--- src/hdl/tig_pkg.sv ---
`timescale 1ns / 1ps

package tig_pkg;

  localparam int COORD_BITS_DEF = 16;

  localparam int THICK_W   = 16;
  localparam int KEEP_W    = 17;
  localparam logic [THICK_W-1:0] THICK_MAX = 16'd64880;
  localparam logic [KEEP_W-1:0]  ONE_Q16   = 17'h10000;
  localparam int INSET_SHIFT = 16;
  localparam int INSET_HALF  = 98304;

  localparam int EDGE_LIM  = 20;
  localparam int EDGE_W    = EDGE_LIM + 1;
  localparam int PROD_W    = 2 * EDGE_W;
  localparam int CROSS_W   = PROD_W;
  localparam int CROSS_LIM = 31;
  localparam int MAG_W     = CROSS_LIM;
  localparam int SQ_W      = 2 * MAG_W;
  localparam int SUM_W     = 64;
  localparam int ROOT_W    = 32;
  localparam int ROOT_STEPS = 32;

  localparam int NORM_W    = 16;
  localparam int NORM_FRAC = 14;
  localparam int NORM_ONE  = 16384;
  localparam int QUOT_BITS = 15;
  localparam int REM_W     = MAG_W + NORM_FRAC + 1;

  typedef struct packed {
    logic en;
    logic vld;
  } tig_ctl_t;

endpackage

--- src/hdl/tig_inset_lane.sv ---
`timescale 1ns / 1ps

module tig_inset_lane #(
  parameter int COORD_BITS = tig_pkg::COORD_BITS_DEF
) (
  input  logic                                  clk,
  input  logic                                  en,
  input  logic signed [COORD_BITS-1:0]          v,
  input  logic signed [COORD_BITS+1:0]          s,
  input  logic        [tig_pkg::KEEP_W-1:0]     keep,
  output logic signed [COORD_BITS-1:0]          inner
);

  localparam int C   = COORD_BITS;
  localparam int SW  = C + 2;
  localparam int DW  = C + 3;
  localparam int PW  = C + 20;
  localparam int NW  = C + 21;
  localparam int YW  = NW + 1 - tig_pkg::INSET_SHIFT;
  localparam int K   = YW + 2;
  localparam int MW  = YW + 1;
  localparam int QW  = YW - 1;
  localparam logic [MW-1:0] RECIP = MW'(((65'd1 << K) + 65'd2) / 65'd3);
  localparam logic signed [YW-1:0] HI = {{(YW-C+1){1'b0}}, {(C-1){1'b1}}};
  localparam logic signed [YW-1:0] LO = {{(YW-C+1){1'b1}}, {(C-1){1'b0}}};

  logic signed [DW-1:0]   dv_r;
  logic signed [SW-1:0]   sa_r, sb_r;
  logic signed [PW-1:0]   prod_r;
  logic signed [DW+tig_pkg::KEEP_W:0] prod_full;
  logic signed [NW-1:0]   num;
  logic        [NW-1:0]   amag;
  logic        [NW:0]     rnd;
  logic        [YW-1:0]   y_r;
  logic                   neg_c_r, neg_d_r;
  logic        [YW+MW-1:0] qp;
  logic        [QW-1:0]   qd_r;
  logic signed [YW-1:0]   sv;
  logic signed [C-1:0]    inner_r;

  assign prod_full = dv_r * $signed({1'b0, keep});
  assign num  = (NW'(sb_r) <<< tig_pkg::INSET_SHIFT) + NW'(prod_r);
  assign amag = num[NW-1] ? NW'(-num) : NW'(num);
  assign rnd  = (NW+1)'(amag) + (NW+1)'(tig_pkg::INSET_HALF);
  assign qp   = y_r * RECIP;
  assign sv   = neg_d_r ? -$signed(YW'(qd_r)) : $signed(YW'(qd_r));

  always_ff @(posedge clk) begin
    if (en) begin
      dv_r    <= (DW'(v) <<< 1) + DW'(v) - DW'(s);
      sa_r    <= s;
      prod_r  <= prod_full[PW-1:0];
      sb_r    <= sa_r;
      y_r     <= rnd[NW:tig_pkg::INSET_SHIFT];
      neg_c_r <= num[NW-1];
      qd_r    <= qp[YW+MW-1:K];
      neg_d_r <= neg_c_r;
      if (sv > HI) begin
        inner_r <= HI[C-1:0];
      end else if (sv < LO) begin
        inner_r <= LO[C-1:0];
      end else begin
        inner_r <= sv[C-1:0];
      end
    end
  end

  assign inner = inner_r;

endmodule

--- config.mk ---
export PLATFORM = sky130hd
export DESIGN_NAME = tig_inset_lane
export DESIGN_NICKNAME = d
export VERILOG_FILES = /design/src/hdl/tig_pkg.sv /design/src/hdl/tig_inset_lane.sv
export SDC_FILE = /design/constraint.sdc
export NUM_CORES = 2
export LEC_CHECK = 0
export BUFFER_PORTS_ARGS = -buffer_cell sky130_fd_sc_hd__buf_4
export CORE_ASPECT_RATIO = 1.4
export CORE_MARGIN = 5
export CORE_UTILIZATION = 44
export DETAILED_ROUTE_END_ITERATION = 8
export MAX_ROUTING_LAYER = met4
export REMOVE_ABC_BUFFERS = 1
export SLEW_MARGIN = 20
export SYNTH_ARGS = -nofsm -noshare
export SYNTH_HDL_FRONTEND = slang
export SYNTH_SLANG_ARGS = --single-unit
--- constraint.sdc ---
create_clock -name clk -period 6.7 [get_ports clk]
set_input_delay 0.335 -clock clk [delete_from_list [all_inputs] [get_ports clk]]
set_output_delay 0.335 -clock clk [all_outputs]
set_load 0.03 [all_outputs]
==> metrics.txt <==
syn avg cell area 9.84 um^2; Rows 110; CTS max path bufs 2; first-pass GRT wire length 115000 um; DRT antenna net count 0; gr usage total 0.213; synthesized instance count 2917; most common cell after layout, fill and taps aside inv_1; Slowest-stage cell, CP fa_1; routed via count 20100; layout cell share with drive strength beyond 1 0.133; origin of the critical flop-to-flop path dv_r[7]; Die ar. 70500 um^2; CP max FO 4; most numerous cell on the critical path fa_1; initial core utilization 0.445; status finished clean; largest net degree at the start of global routing 78; final WL 70400 um; # setup viols final 0; Synth-to-Final Area Change 13.6%; Async S/R FF share, synth 0; Netlist cell types 95; Ports 69; later-pin clock latency in the skew report 490 ps; #FFs+latches synth 152; Largest stage delay, worst path 530 ps; commonest non-fill, non-tap cells in the layout inv_1 (775), fa_1 (495), ha_1 (329); flop2flop setup slack 190 ps; CTS Buf Count 17; Hold Fails Final Rpt 0; Post-synth EDFFs 152; Chip Width 226 um; clock-pin slew of the registers on the worst-case setup and hold paths 80 ps; yosys warns 0; Routed WL per cell 17.6 um; crit path DAT 6740 ps; routed vias/inst 5.02; Clock Skews 12.6 ps; Seq/Total Area, Yosys 0.159; post-route cell area 32600 um^2; hpwl dp 62400 um; Critical Path Sink Type flop; Worst Hold End sa_r[8]; clk root buf clkbuf_16; vias in the first global route 22700; CTS tree yes; worst slew pin tran 1150 ps; hold_buf cts 0; initial antenna violation count 0; Worst EP required 6930 ps; CTS H-tree depth 4; fin crit period 6510 ps; kind of start point of the critical path flop; first-pass detailed-route iteration total 7; kind of critical path flop to flop; hold depth 1; clock sinks 152; grt ovf 0; Final Cycle Share 0.971; gpl congestion 0.934; relative max-transition margin 0.229; core area 64500 um^2; RSZ-0062 raised after global routing true; Top delay family on crit path adder cells; Hold Crit Class primary input to flop; post-layout util 0.505; Hold Crit Start s[8]; Slew Viols, Final 0; Final Net Count 4062; Achievable Freq 154 MHz; FF-to-FF End prod_r[33]; number of remaining DRC errors 0; max_cap viols 0; Most used DFF post-synth edfxtp_1; initial drt markers 828; placed inst area 31500 um^2; WP buf/inv 7; FF-to-FF path depth 25; IO buf count 68; Post-Syn Area 28700 um^2; die height 312 um
per-stage QoR:
stage | setup WS (ps) | hold WS [ps] | setup TNS [ps] | instances
2_1_floorplan | 105 | 400 | 0 | 2855
3_3_place_gp | -121 | 404 | -280 | 3962
3_5_place_dp | -189 | 405 | -677 | 3962
4_1_cts | 7.91 | 1.21 | 0 | 3996
5_1_grt | -57.6 | 15.3 | -129 | 4009
6_report | 195 | 43.1 | 0 | 4010
state kept, by name, indices dropped and copies added, names as in the netlist:
| signal | cells |
|---|---|
| sa_r | 18 |
| y_r | 22 |
| sb_r | 18 |
| neg_d_r | 1 |
| prod_r | 36 |
| dv_r | 19 |
| inner | 16 |
| qd_r | 21 |
| neg_c_r | 1 |
final cells by class:
cell class                 instances  area [um^2]
antenna                            1         2.50
clock buffer                      17          425
clock inverter                    15          173
fill                            5916        32000
inverter                         781         2930
multi-input combinational       1922        21300
sequential                       152         4560
tap                              840         1050
timing repair buffer             282         2140
synthesized netlist by cell type, drive strengths merged (8+ instances only):
cell type    n  area, um^2
a21o        32         240
a21boi       8        60.1
a211oi       9        72.6
and2       137         860
nor4         9        86.3
nand4        9        56.3
nand2b      17         106
xor2        43         395
nor3        21         105
xnor2       90         788
edfxtp     152        4560
or4          8        60.1
nor2        75         282
o21bai      12        90.1
nand2      259         975
a31oi       13        81.3
nor2b       12        77.6
clkbuf      60         225
fa         507       10100
nand3       22         115
o21ai       78         394
a21oi       73         373
ha         346        4330
or2          8        50.1
inv        780        2930
and3        18         118
o21a        15         114
worst max path at each step:
stage | start | end | cells after the start
3_3_place_gp | y_r[17] | qd_r[18] | 24
3_5_place_dp | y_r[17] | qd_r[18] | 25
4_1_cts | y_r[17] | qd_r[18] | 25
6_report | dv_r[7] | prod_r[33] | 25
2_1_floorplan | dv_r[6] | prod_r[35] | 22
5_1_grt | y_r[17] | qd_r[20] | 25
layer usage:
| metal | part of all wire | vias to the layer above | track usage |
|---|---|---|---|
| met5 | 0 | - | - |
| met1 | 0.37 | 10100 | 0.227 |
| met4 | 0.042 | 0 | 0.0805 |
| li1 | - | 9524 | - |
| met2 | 0.56 | 324 | 0.401 |
| met3 | 0.024 | 120 | 0.0246 |
repair_timing:
| action | 4_1_cts | 5_1_grt |
|---|---|---|
| setup buffers | 2 | 14 |
| pin swaps | 2 | 52 |
| endpoints found under the setup margin | 8 | 19 |
| resized for setup | 6 | 69 |
kinds of logic after synthesis:
family,synth area share
AND/OR/NAND/NOR,0.109
other,0.000131
adder cells (fa/ha/maj),0.505
flip-flops,0.159
multiplexers,0.00257
AO/OA/AOI/OAI,0.0730
XOR/XNOR,0.0412
buffers and inverters,0.110
Power is not shown: default switching activity piles up to over one toggle a cycle in this logic, so the estimate is an artifact.
