===== config.mk =====
export PLATFORM = sky130hd
export DESIGN_NAME = tig_isqrt
export DESIGN_NICKNAME = d
export VERILOG_FILES = /design/src/hdl/tig_pkg.sv /design/src/hdl/tig_isqrt.sv
export SDC_FILE = /design/constraint.sdc
export NUM_CORES = 2
export LEC_CHECK = 0
export BUFFER_PORTS_ARGS = -buffer_cell sky130_fd_sc_hd__buf_2
export CAP_MARGIN = 10
export CORE_MARGIN = 3
export CORE_UTILIZATION = 30
export DETAILED_ROUTE_END_ITERATION = 16
export GPL_TIMING_DRIVEN = 0
export PLACE_DENSITY_LB_ADDON = 0.05
export RECOVER_POWER = 100
export SYNTH_ARGS = -nofsm -noshare
export SYNTH_HDL_FRONTEND = slang
export SYNTH_MEMORY_MAX_BITS = 65536
export SYNTH_SLANG_ARGS = --single-unit

===== constraint.sdc =====
create_clock -name clk -period 11.1 [get_ports clk]
set_input_delay 1.665 -clock clk [delete_from_list [all_inputs] [get_ports clk]]
set_output_delay 1.665 -clock clk [all_outputs]
set_load 0.01 [all_outputs]

===== src/hdl/tig_pkg.sv =====
`timescale 1ns / 1ps

package tig_pkg;

  localparam int COORD_BITS_DEF = 16;

  localparam int THICK_W   = 16;
  localparam int KEEP_W    = 17;
  localparam logic [THICK_W-1:0] THICK_MAX = 16'd64880;
  localparam logic [KEEP_W-1:0]  ONE_Q16   = 17'h10000;
  localparam int INSET_SHIFT = 16;
  localparam int INSET_HALF  = 98304;

  localparam int EDGE_LIM  = 20;
  localparam int EDGE_W    = EDGE_LIM + 1;
  localparam int PROD_W    = 2 * EDGE_W;
  localparam int CROSS_W   = PROD_W;
  localparam int CROSS_LIM = 31;
  localparam int MAG_W     = CROSS_LIM;
  localparam int SQ_W      = 2 * MAG_W;
  localparam int SUM_W     = 64;
  localparam int ROOT_W    = 32;
  localparam int ROOT_STEPS = 32;

  localparam int NORM_W    = 16;
  localparam int NORM_FRAC = 14;
  localparam int NORM_ONE  = 16384;
  localparam int QUOT_BITS = 15;
  localparam int REM_W     = MAG_W + NORM_FRAC + 1;

  typedef struct packed {
    logic en;
    logic vld;
  } tig_ctl_t;

endpackage


===== src/hdl/tig_isqrt.sv =====
`timescale 1ns / 1ps

module tig_isqrt #(
  parameter int SIDE_W = 1
) (
  input  logic                           clk,
  input  logic                           rst_n,
  input  tig_pkg::tig_ctl_t              ctl,
  input  logic [tig_pkg::SUM_W-1:0]      x,
  input  logic [SIDE_W-1:0]              side_i,
  output logic                           vld_o,
  output logic [tig_pkg::ROOT_W-1:0]     root,
  output logic [SIDE_W-1:0]              side_o
);

  localparam int N  = tig_pkg::ROOT_STEPS;
  localparam int XW = tig_pkg::SUM_W;

  logic [XW-1:0]     x_r [N];
  logic [XW-1:0]     r_r [N];
  logic [SIDE_W-1:0] s_r [N];
  logic [N-1:0]      v_r;

  for (genvar k = 0; k < N; k++) begin : g_step
    localparam logic [XW-1:0] BIT = XW'(1) << (2 * (N - 1 - k));
    logic [XW-1:0]     xin, rin, trial, x_nxt, r_nxt;
    logic [SIDE_W-1:0] sin;
    logic              vin;

    if (k == 0) begin : g_first
      assign xin = x;
      assign rin = '0;
      assign sin = side_i;
      assign vin = ctl.vld;
    end else begin : g_next
      assign xin = x_r[k-1];
      assign rin = r_r[k-1];
      assign sin = s_r[k-1];
      assign vin = v_r[k-1];
    end

    always_comb begin
      trial = rin + BIT;
      if (xin >= trial) begin
        x_nxt = xin - trial;
        r_nxt = (rin >> 1) + BIT;
      end else begin
        x_nxt = xin;
        r_nxt = rin >> 1;
      end
    end

    always_ff @(posedge clk) begin
      if (!rst_n) begin
        v_r[k] <= 1'b0;
      end else if (ctl.en) begin
        v_r[k] <= vin;
      end
    end

    always_ff @(posedge clk) begin
      if (ctl.en) begin
        x_r[k] <= x_nxt;
        r_r[k] <= r_nxt;
        s_r[k] <= sin;
      end
    end
  end

  assign vld_o  = v_r[N-1];
  assign root   = r_r[N-1][tig_pkg::ROOT_W-1:0];
  assign side_o = s_r[N-1];

endmodule


==> impl_metrics.env <==
export IMPL_run_status="finished with violations"
export IMPL_violations="capacitance limit, slew limit"
export IMPL_vias_per_cell=4.86
export IMPL_cp_max_fo=174
export IMPL_dr_first_iter_drc_count=5896
export IMPL_fmax_ghz=0.132
export IMPL_p_per_area_mw_per_mm2=211
export IMPL_yosysWarnings=0
export IMPL_fin_nets=10669
export IMPL_tns_ns=0
export IMPL_wl_met3_mm=14.1
export IMPL_antenna_found_initial=27
export IMPL_core_area_mm2=0.403
export IMPL_rows=233
export IMPL_htreeDepth=5
export IMPL_ys_seq_area_share_pct=63.3
export IMPL_chipHeight_um=643
export IMPL_async_reset_ff_share_pct=0
export IMPL_n_fill_cell=39652
export IMPL_end_kind="flop"
export IMPL_post_dp_hpwl_mm=256
export IMPL_seq_area_mm2=0.0770
export IMPL_clock_sinks=2576
export IMPL_met2_length_mm=159
export IMPL_drt_pass1_iter_count=5
export IMPL_drive_above_1_share_pct=6.19
export IMPL_min_from="x_r[1][457]"
export IMPL_grt_max_degree=175
export IMPL_worstPathArrival_ns=8.14
export IMPL_maxSlewViolCount=355
export IMPL_postCtsHoldBufs=0
export IMPL_hp_class="reg2reg"
export IMPL_synth_seq_cells=2576
export IMPL_ir_drop_uv=130
export IMPL_cts_setup_buffers=0
export IMPL_setup_viol=0
export IMPL_rr_endpoint="x_r[3][222]"
export IMPL_worstMarginPinSlew_ns=4.38
export IMPL_port_buffers=102
export IMPL_netlist_top_cells_area="edfxtp_1 (63%), ha_1 (5.7%), xnor2_1 (3.5%)"
export IMPL_routed_wl_mm=338
export IMPL_finalPower_mw=29.4
export IMPL_r2r_cells=14
export IMPL_r2r_setup_slack_ns=5.49
export IMPL_startpoint="ctl[1]"
export IMPL_rr_startpoint="r_r[26][28]"
export IMPL_finalHoldViolCount=0
export IMPL_syn_area_mm2=0.122
export IMPL_finalCritPeriodShare_pct=68.3
export IMPL_cts_buffers=315
export IMPL_io_pins=103
export IMPL_ant_nets=0
export IMPL_yosysTopAreaCell="edfxtp_1"
export IMPL_met1Wirelength_mm=159
export IMPL_worstPathRequired_ns=11.65
export IMPL_start_util_pct=30.2
export IMPL_num_vias=76266
export IMPL_synth_edf_count=2544
export IMPL_die_w_um=643
export IMPL_wire_per_inst_um=21.6
export IMPL_synthFlopType="edfxtp_1"
export IMPL_clockBufferDepth=4
export IMPL_syn_inst=9598
export IMPL_clkTransAtPathRegs_ns=0.06
export IMPL_clk_latency_ns=0.95
export IMPL_rsz0062_at_grt="no"
export IMPL_cellLeakagePower_nw=51.3
export IMPL_worst_setup_path_start_kind="primary input"
export IMPL_synth_cell_types=84
export IMPL_cts_resized_gates=0
export IMPL_worstSetupPathType="in2reg"
export IMPL_top_layer_used="met4"
export IMPL_multi_input_area_mm2=0.0413
export IMPL_grt_pass1_wl_mm=501
export IMPL_cap_violations=3
export IMPL_finalCriticalPeriod_ns=7.59
export IMPL_dieArea_mm2=0.413
export IMPL_synth_top_cells_by_count="edfxtp_1 (2,544), inv_1 (708), nand2_1 (654), nor2_1 (589), a21oi_1 (559)"
export IMPL_area_delta_synth_final_pct=14.7
export IMPL_cts_root_buf="clkbuf_16"
export IMPL_synth_top_area_share_pct=62.8
export IMPL_yosysMostFrequentCell="edfxtp_1"
export IMPL_crit_end="r_r[31][0]"
export IMPL_finClkSkew_ns=0.0855
export IMPL_track_usage_pct=15.9
export IMPL_gp_congestion=0.855
export IMPL_syn_nets=10225
export IMPL_syn_area_per_cell_um2=12.7
export IMPL_slew_headroom_pct=-192
export IMPL_post_route_drc_count=0
export IMPL_cts_tree="yes"
export IMPL_grt_pass1_vias=76713
export IMPL_grt_overflow=0
-- sequential cells by signal, summed over array words and instances, names as in the netlist --
name	flops
vld_o	1
x_r	1984
s_r	32
g_step.vin	31
r_r	528
-- routing by layer --
layer	GRT usage, %	vias to the layer above
met5	0	-
met3	2.34	387
met2	26.1	1462
li1	-	36814
met4	3.38	0
met1	22.1	37603
-- metrics by stage --
stage | instance area [um^2] | setup slack [ns] | cells | utilization, % | hold slack [ns]
finish | 140000 | 3.51 | 15696 | 34.6 | 0.380
CTS | 140000 | 5.70 | 15688 | 34.6 | 0.383
detailed placement | 130000 | 4.76 | 15127 | 32.1 | 0.405
floorplan | 122000 | 7.53 | 9598 | - | 0.400
global route | 140000 | 2.90 | 15693 | 34.6 | 0.389
global placement | 129000 | -34.39 | 15105 | 32.0 | 0.403
-- area by class of cell --
class / instances / area share, %
clock inverters: 180 / 1.36
repair buffers: 127 / 0.638
multi-input cells: 6134 / 29.6
plain buffers: 178 / 0.479
diodes: 5 / 0.00896
inverters: 710 / 1.91
clock buffers: 381 / 5.99
well taps: 5405 / 4.84
flip-flops and latches: 2576 / 55.2
-- cells in the final DEF (no fill, tap or decap), types with 326 or more instances in the layout --
cell type,n
a21oi_1,559
clkbuf_16,326
edfxtp_1,2544
ha_1,558
inv_1,710
nand2_1,654
nor2_1,589
nor4_1,331
o21ai_0,449
xnor2_1,481
xor2_1,394
-- worst max-delay path, cell delays in order --
cell      delay, ns
buf_12         0.23
buf_16         0.46
buf_16         0.43
clkbuf_2       3.03
buf_16         0.40
buf_16         0.57
buf_16         0.48
-- how the worst min path moves through the flow --
stage,end,slack (ns),cells after the start
after global placement,s_r[0][10],0.40,0
after detailed placement,s_r[0][4],0.40,0
final,x_r[2][9],0.38,0
after floorplan,s_r[0][10],0.40,0
after global routing,s_r[1][6],0.39,0
after CTS,s_r[1][6],0.38,0
-- where the power goes --
part	internal (mW)	switching, mW
sequential	12.3	1.04
combinational	2.31	3.44
clock	6.14	4.16
total	20.8	8.64
-- cell families after synthesis --
| group | Yosys count | synth area share (%) |
|---|---|---|
| xor+xnor | 876 | 6.31 |
| fa+ha+maj | 558 | 5.74 |
| mux | 118 | 1.05 |
| flops | 2576 | 63.3 |
| simple gates | 2807 | 11.9 |
| compound gates | 1775 | 9.02 |
| buf+inv | 888 | 2.75 |
Note: power is estimated with default switching activity, not from simulation.
