--- config.mk ---
export PLATFORM = sky130hd
export DESIGN_NAME = tig_div_lane
export DESIGN_NICKNAME = d
export VERILOG_FILES = /design/src/hdl/tig_pkg.sv /design/src/hdl/tig_div_lane.sv
export SDC_FILE = /design/constraint.sdc
export NUM_CORES = 2
export LEC_CHECK = 0
export BUFFER_PORTS_ARGS = -buffer_cell sky130_fd_sc_hd__buf_4
export CORE_UTILIZATION = 57
export DETAILED_ROUTE_END_ITERATION = 7
export PLACE_DENSITY_LB_ADDON = 0.05
export SLEW_MARGIN = 20
export SYNTH_ARGS = -nofsm -noshare
export SYNTH_HDL_FRONTEND = slang
export SYNTH_SLANG_ARGS = --single-unit
--- constraint.sdc ---
create_clock -name clk -period 3.2 [get_ports clk]
set_input_delay 0.16 -clock clk [delete_from_list [all_inputs] [get_ports clk]]
set_output_delay 0.16 -clock clk [all_outputs]
set_load 0.01 [all_outputs]
--- src/hdl/tig_pkg.sv ---
`timescale 1ns / 1ps

package tig_pkg;

  localparam int COORD_BITS_DEF = 16;

  localparam int THICK_W   = 16;
  localparam int KEEP_W    = 17;
  localparam logic [THICK_W-1:0] THICK_MAX = 16'd64880;
  localparam logic [KEEP_W-1:0]  ONE_Q16   = 17'h10000;
  localparam int INSET_SHIFT = 16;
  localparam int INSET_HALF  = 98304;

  localparam int EDGE_LIM  = 20;
  localparam int EDGE_W    = EDGE_LIM + 1;
  localparam int PROD_W    = 2 * EDGE_W;
  localparam int CROSS_W   = PROD_W;
  localparam int CROSS_LIM = 31;
  localparam int MAG_W     = CROSS_LIM;
  localparam int SQ_W      = 2 * MAG_W;
  localparam int SUM_W     = 64;
  localparam int ROOT_W    = 32;
  localparam int ROOT_STEPS = 32;

  localparam int NORM_W    = 16;
  localparam int NORM_FRAC = 14;
  localparam int NORM_ONE  = 16384;
  localparam int QUOT_BITS = 15;
  localparam int REM_W     = MAG_W + NORM_FRAC + 1;

  typedef struct packed {
    logic en;
    logic vld;
  } tig_ctl_t;

endpackage

--- src/hdl/tig_div_lane.sv ---
`timescale 1ns / 1ps

module tig_div_lane (
  input  logic                              clk,
  input  logic                              en,
  input  logic [tig_pkg::MAG_W-1:0]         mag,
  input  logic [tig_pkg::ROOT_W-1:0]        len,
  output logic [tig_pkg::QUOT_BITS-1:0]     quot
);

  localparam int QB = tig_pkg::QUOT_BITS;
  localparam int RW = tig_pkg::REM_W;
  localparam int LW = tig_pkg::ROOT_W;

  logic [RW-1:0] rem_r [QB+1];
  logic [LW-1:0] d_r   [QB+1];
  logic [QB-1:0] q_r   [QB+1];

  always_ff @(posedge clk) begin
    if (en) begin
      rem_r[0] <= RW'({mag, {tig_pkg::NORM_FRAC{1'b0}}}) + RW'(len >> 1);
      d_r[0]   <= (len == '0) ? LW'(1) : len;
      q_r[0]   <= '0;
    end
  end

  for (genvar i = 1; i <= QB; i++) begin : g_bit
    localparam int J = QB - i;
    logic [RW-1:0] trial;
    assign trial = RW'(d_r[i-1]) << J;

    always_ff @(posedge clk) begin
      if (en) begin
        d_r[i] <= d_r[i-1];
        if (rem_r[i-1] >= trial) begin
          rem_r[i] <= rem_r[i-1] - trial;
          q_r[i]   <= q_r[i-1] | (QB'(1) << J);
        end else begin
          rem_r[i] <= rem_r[i-1];
          q_r[i]   <= q_r[i-1];
        end
      end
    end
  end

  assign quot = q_r[QB];

endmodule

==> results.md <==
* Status: complete, but fails checks
* Failing checks: setup timing
* Final instance area at 98,300 sq um
* F_max at 269 MHz
* Switching Power at 0.0318 W
* Comb power frac at 0.505
* Post-DP HPWL at 137 mm
* Fillers at 7,720
* Worst-Skew Late Latency at 0.80 ns
* Top-level port count at 80
* R2r setup slk at -0.52 ns
* Placer's final routability congestion estimate at 0.997
* Initial antenna violation count at 0
* Period utilisation layout at 1.16
* CTS sink count at 1,290
* Initial DRT Pass Iterations at 5
* Placeable Area at 127,000 sq um
* R2R depth at 14
* Seq. cell area at 38,700 sq um
* Num CTS Buffers at 145
* # rows at 131
* Yosys warns at 0
* CP max FO at 5
* Starting DRC count in detailed routing at 3,705
* RSZ-0062 raised after global routing: yes
* LEAKAGE at 41.1 nW
* Slew Limit Headroom at 0.284
* CTS tree: done
* WHS Endpoint: d_r[0][6]
* Critical path type: register to register
* Largest net degree at the start of global routing at 162
* Hold path depth at 2
* Final Net Count at 8,856
* Area growth syn-to-layout at 34.5%
* CTS root buffer: clkbuf_16
* Clk pin slew, worst setup/hold paths at 0.06 ns
* Reg power frac at 0.307
* GRT Overall Usage at 0.294
* Post-synth top cells: edfxtp_1, inv_1, nand2_1, ha_1, a21oi_1
* Drt total wl at 204 mm
* Number of port buffers at 79
* PwrDens at 889 nW/um^2
* Full die area at 130,000 sq um
* Drt drc at 0
* Placed Area at 84,700 sq um
* Post-synth EDFFs at 1,290
* First-pass GRT wire length at 299 mm
* R2R Path Start: rem_r[1][141]
* Final core occ at 0.772
* Share of layout cells above drive strength 1 at 0.318
* Vias in the first global route at 58,800
* Post-synth ARST share at 0
* Diodes inserted at 0
* Synth unique cells at 107
* P_int at 0.0556 W
* Initial core utilization at 0.574
* Die Height at 360 microns
* Final setup viols at 331
* Slew @ Worst Pin at 1.07 ns
* CP arrival at 4.26 ns
* Setup crit start: rem_r[1][141]
* Fin crit period at 3.72 ns
* Worst Clk Skew at 0.0414 ns
* DR vias/cell at 5.71
* Top-count cell post-synth: edfxtp_1
* Seq/Total Area, Yosys at 0.530
* Synthesized instance count at 6,642
* Power share of the clock group at 0.188
* Mean post-synth cell area at 11.0 sq um
* CP Capture Type: register
* Post-synth top area share at 0.530
* Antenna viol nets, final at 0
* H-tree levels at 4
* Area contributors post-synth: edfxtp_1, ha_1, a21oi_1
* Class of the worst hold path: primary input to register
* R2r endpoint: rem_r[1][227]
* Congestion Overflow GR at 0
* Netlist Area Pre-Place at 73,100 sq um
* Slew Limit Fails at 0
* Synth Net Count at 7,219
* Worst VDD drop at 0.000665 V
* Vias post-DR at 57,500
* MaxCap Viol Count at 0
* Hold_sp: len[6]
* Worst EP required at 3.74 ns
* Final WS setup at -0.524 ns
* Final hold violation count at 0
* Sw Ratio at 0.364
* FF+latch count, synth at 1,290
* Die X at 360 microns
* Predominant post-synthesis flop cell: edfxtp_1
* WL/cell at 20.3 microns
* Critical Path Start Type: register
* Area occupied by multi-input gates at 36,000 sq um
* Clock Path Buffers at 3
* Top cell type by total area after synthesis: edfxtp_1
critical path: stages (launching register included):
cell and delay, ns:
edfxtp_1 0.41, inv_1 0.09, ha_2 0.19, inv_2 0.04
fa_2 0.37, a211oi_4 0.32, o21ai_2 0.10, a41oi_2 0.25
a21oi_2 0.15, a41oi_4 0.31, a31oi_4 0.15, a221oi_4 0.37
o211ai_4 0.17, or3b_1 0.38, xnor2_1 0.14
worst max-delay path by stage:
| stage | to | slack, ns | cells past startpoint |
|---|---|---|---|
| 2_1_floorplan | rem_r[1][227] | -0.002 | 14 |
| 3_3_place_gp | rem_r[1][149] | -0.95 | 14 |
| 3_5_place_dp | rem_r[1][149] | -1.01 | 14 |
| 4_1_cts | rem_r[1][227] | -0.45 | 14 |
| 5_1_grt | rem_r[1][227] | -0.62 | 14 |
| 6_report | rem_r[1][227] | -0.52 | 14 |
layer usage:
layer	vias to the layer above	global-route usage	share of wire
met3	750	0.0347	0.031
met2	1664	0.591	0.55
li1	27700	-	-
met5	-	0	0
met1	27400	0.259	0.32
met4	0	0.229	0.094
placed cells by master, fill, tap and decap left out, types with 25 or more instances in the layout:
cell and instances:
dlygate4sd3_1 70, clkbuf_16 159, o31ai_4 25, a31oi_1 33, ha_4 61, xnor2_1 254
nand2_4 33, nor2b_1 44, a21o_1 237, buf_4 1464, o21ai_0 322, nor3_1 74
nand2b_1 75, a21oi_1 421, mux2_4 78, nand2_2 26, edfxtp_1 1290, nand3_1 111
buf_6 70, nand4_1 83, o21ai_2 106, nor2_1 311, clkbuf_1 35, buf_12 48
nor2_4 28, xor2_1 220, clkinv_2 29, a21oi_2 48, ha_1 423, inv_1 582
and3_1 52, o21ai_1 55, nor2_2 26, nor4_1 47, nand2_1 505, o21a_1 70
inv_2 31, o21bai_1 59
per-stage QoR:
| step | TNS [ns] | power, W | cells | setup WS, ns | hold WS (ns) |
|---|---|---|---|---|---|
| after detailed placement | -162.54 | 0.0632 | 9417 | -1.01 | 0.355 |
| final | -58.02 | 0.0875 | 10100 | -0.524 | 0.112 |
| after global placement | -134.36 | 0.0623 | 9417 | -0.947 | 0.355 |
| after CTS | -38.62 | 0.0831 | 9912 | -0.448 | 0.0409 |
| after floorplan | -0.00206 | 0.0489 | 6642 | -0.00206 | 0.259 |
| after global routing | -94.39 | 0.0923 | 10100 | -0.620 | 0.0736 |
logic make-up (layout without fill, tap and decap cells):
group | count (synthesis) | after routing | synth area share
AO/OA/AOI/OAI | 1728 | 1729 | 0.150
XOR/XNOR | 481 | 481 | 0.0576
adder cells (fa/ha/maj) | 512 | 512 | 0.0892
buffers and inverters | 832 | 2584 | 0.0439
flip-flops | 1290 | 1290 | 0.530
multiplexers | 113 | 113 | 0.0172
AND/OR/NAND/NOR | 1686 | 1688 | 0.112
flip-flops by register name (all words and copies together) (netlist names):
register  cells
q_r         120
d_r         480
rem_r       690
power groups by stage:
stage / logic, W / clock network, W / registers [W]
global route: 0.0477 / 0.0174 / 0.0272
floorplan: 0.0228 / 0 / 0.0261
global placement: 0.0356 / 0 / 0.0267
finish: 0.0441 / 0.0164 / 0.0269
CTS: 0.0399 / 0.0166 / 0.0266
detailed placement: 0.0364 / 0 / 0.0268
repair_timing:
item | CTS | global route
endpoints found under the hold margin | 144 | 0
cloned | 22 | 23
setup buffers | 153 | 154
gates resized for setup | 626 | 645
setup endpoints to repair | 526 | 538
pin swaps | 237 | 285
hold buffers | 70 | 0
cell type report:
cell class / count / area share
Clock inverter: 85 / 0.00973
Timing Repair Buffer: 1700 / 0.147
Tap cell: 1662 / 0.0211
Multi-Input combinational cell: 4523 / 0.366
Inverter: 619 / 0.0238
Sequential cell: 1290 / 0.394
Clock buffer: 180 / 0.0382
Note: power is estimated with default switching activity, not from simulation.
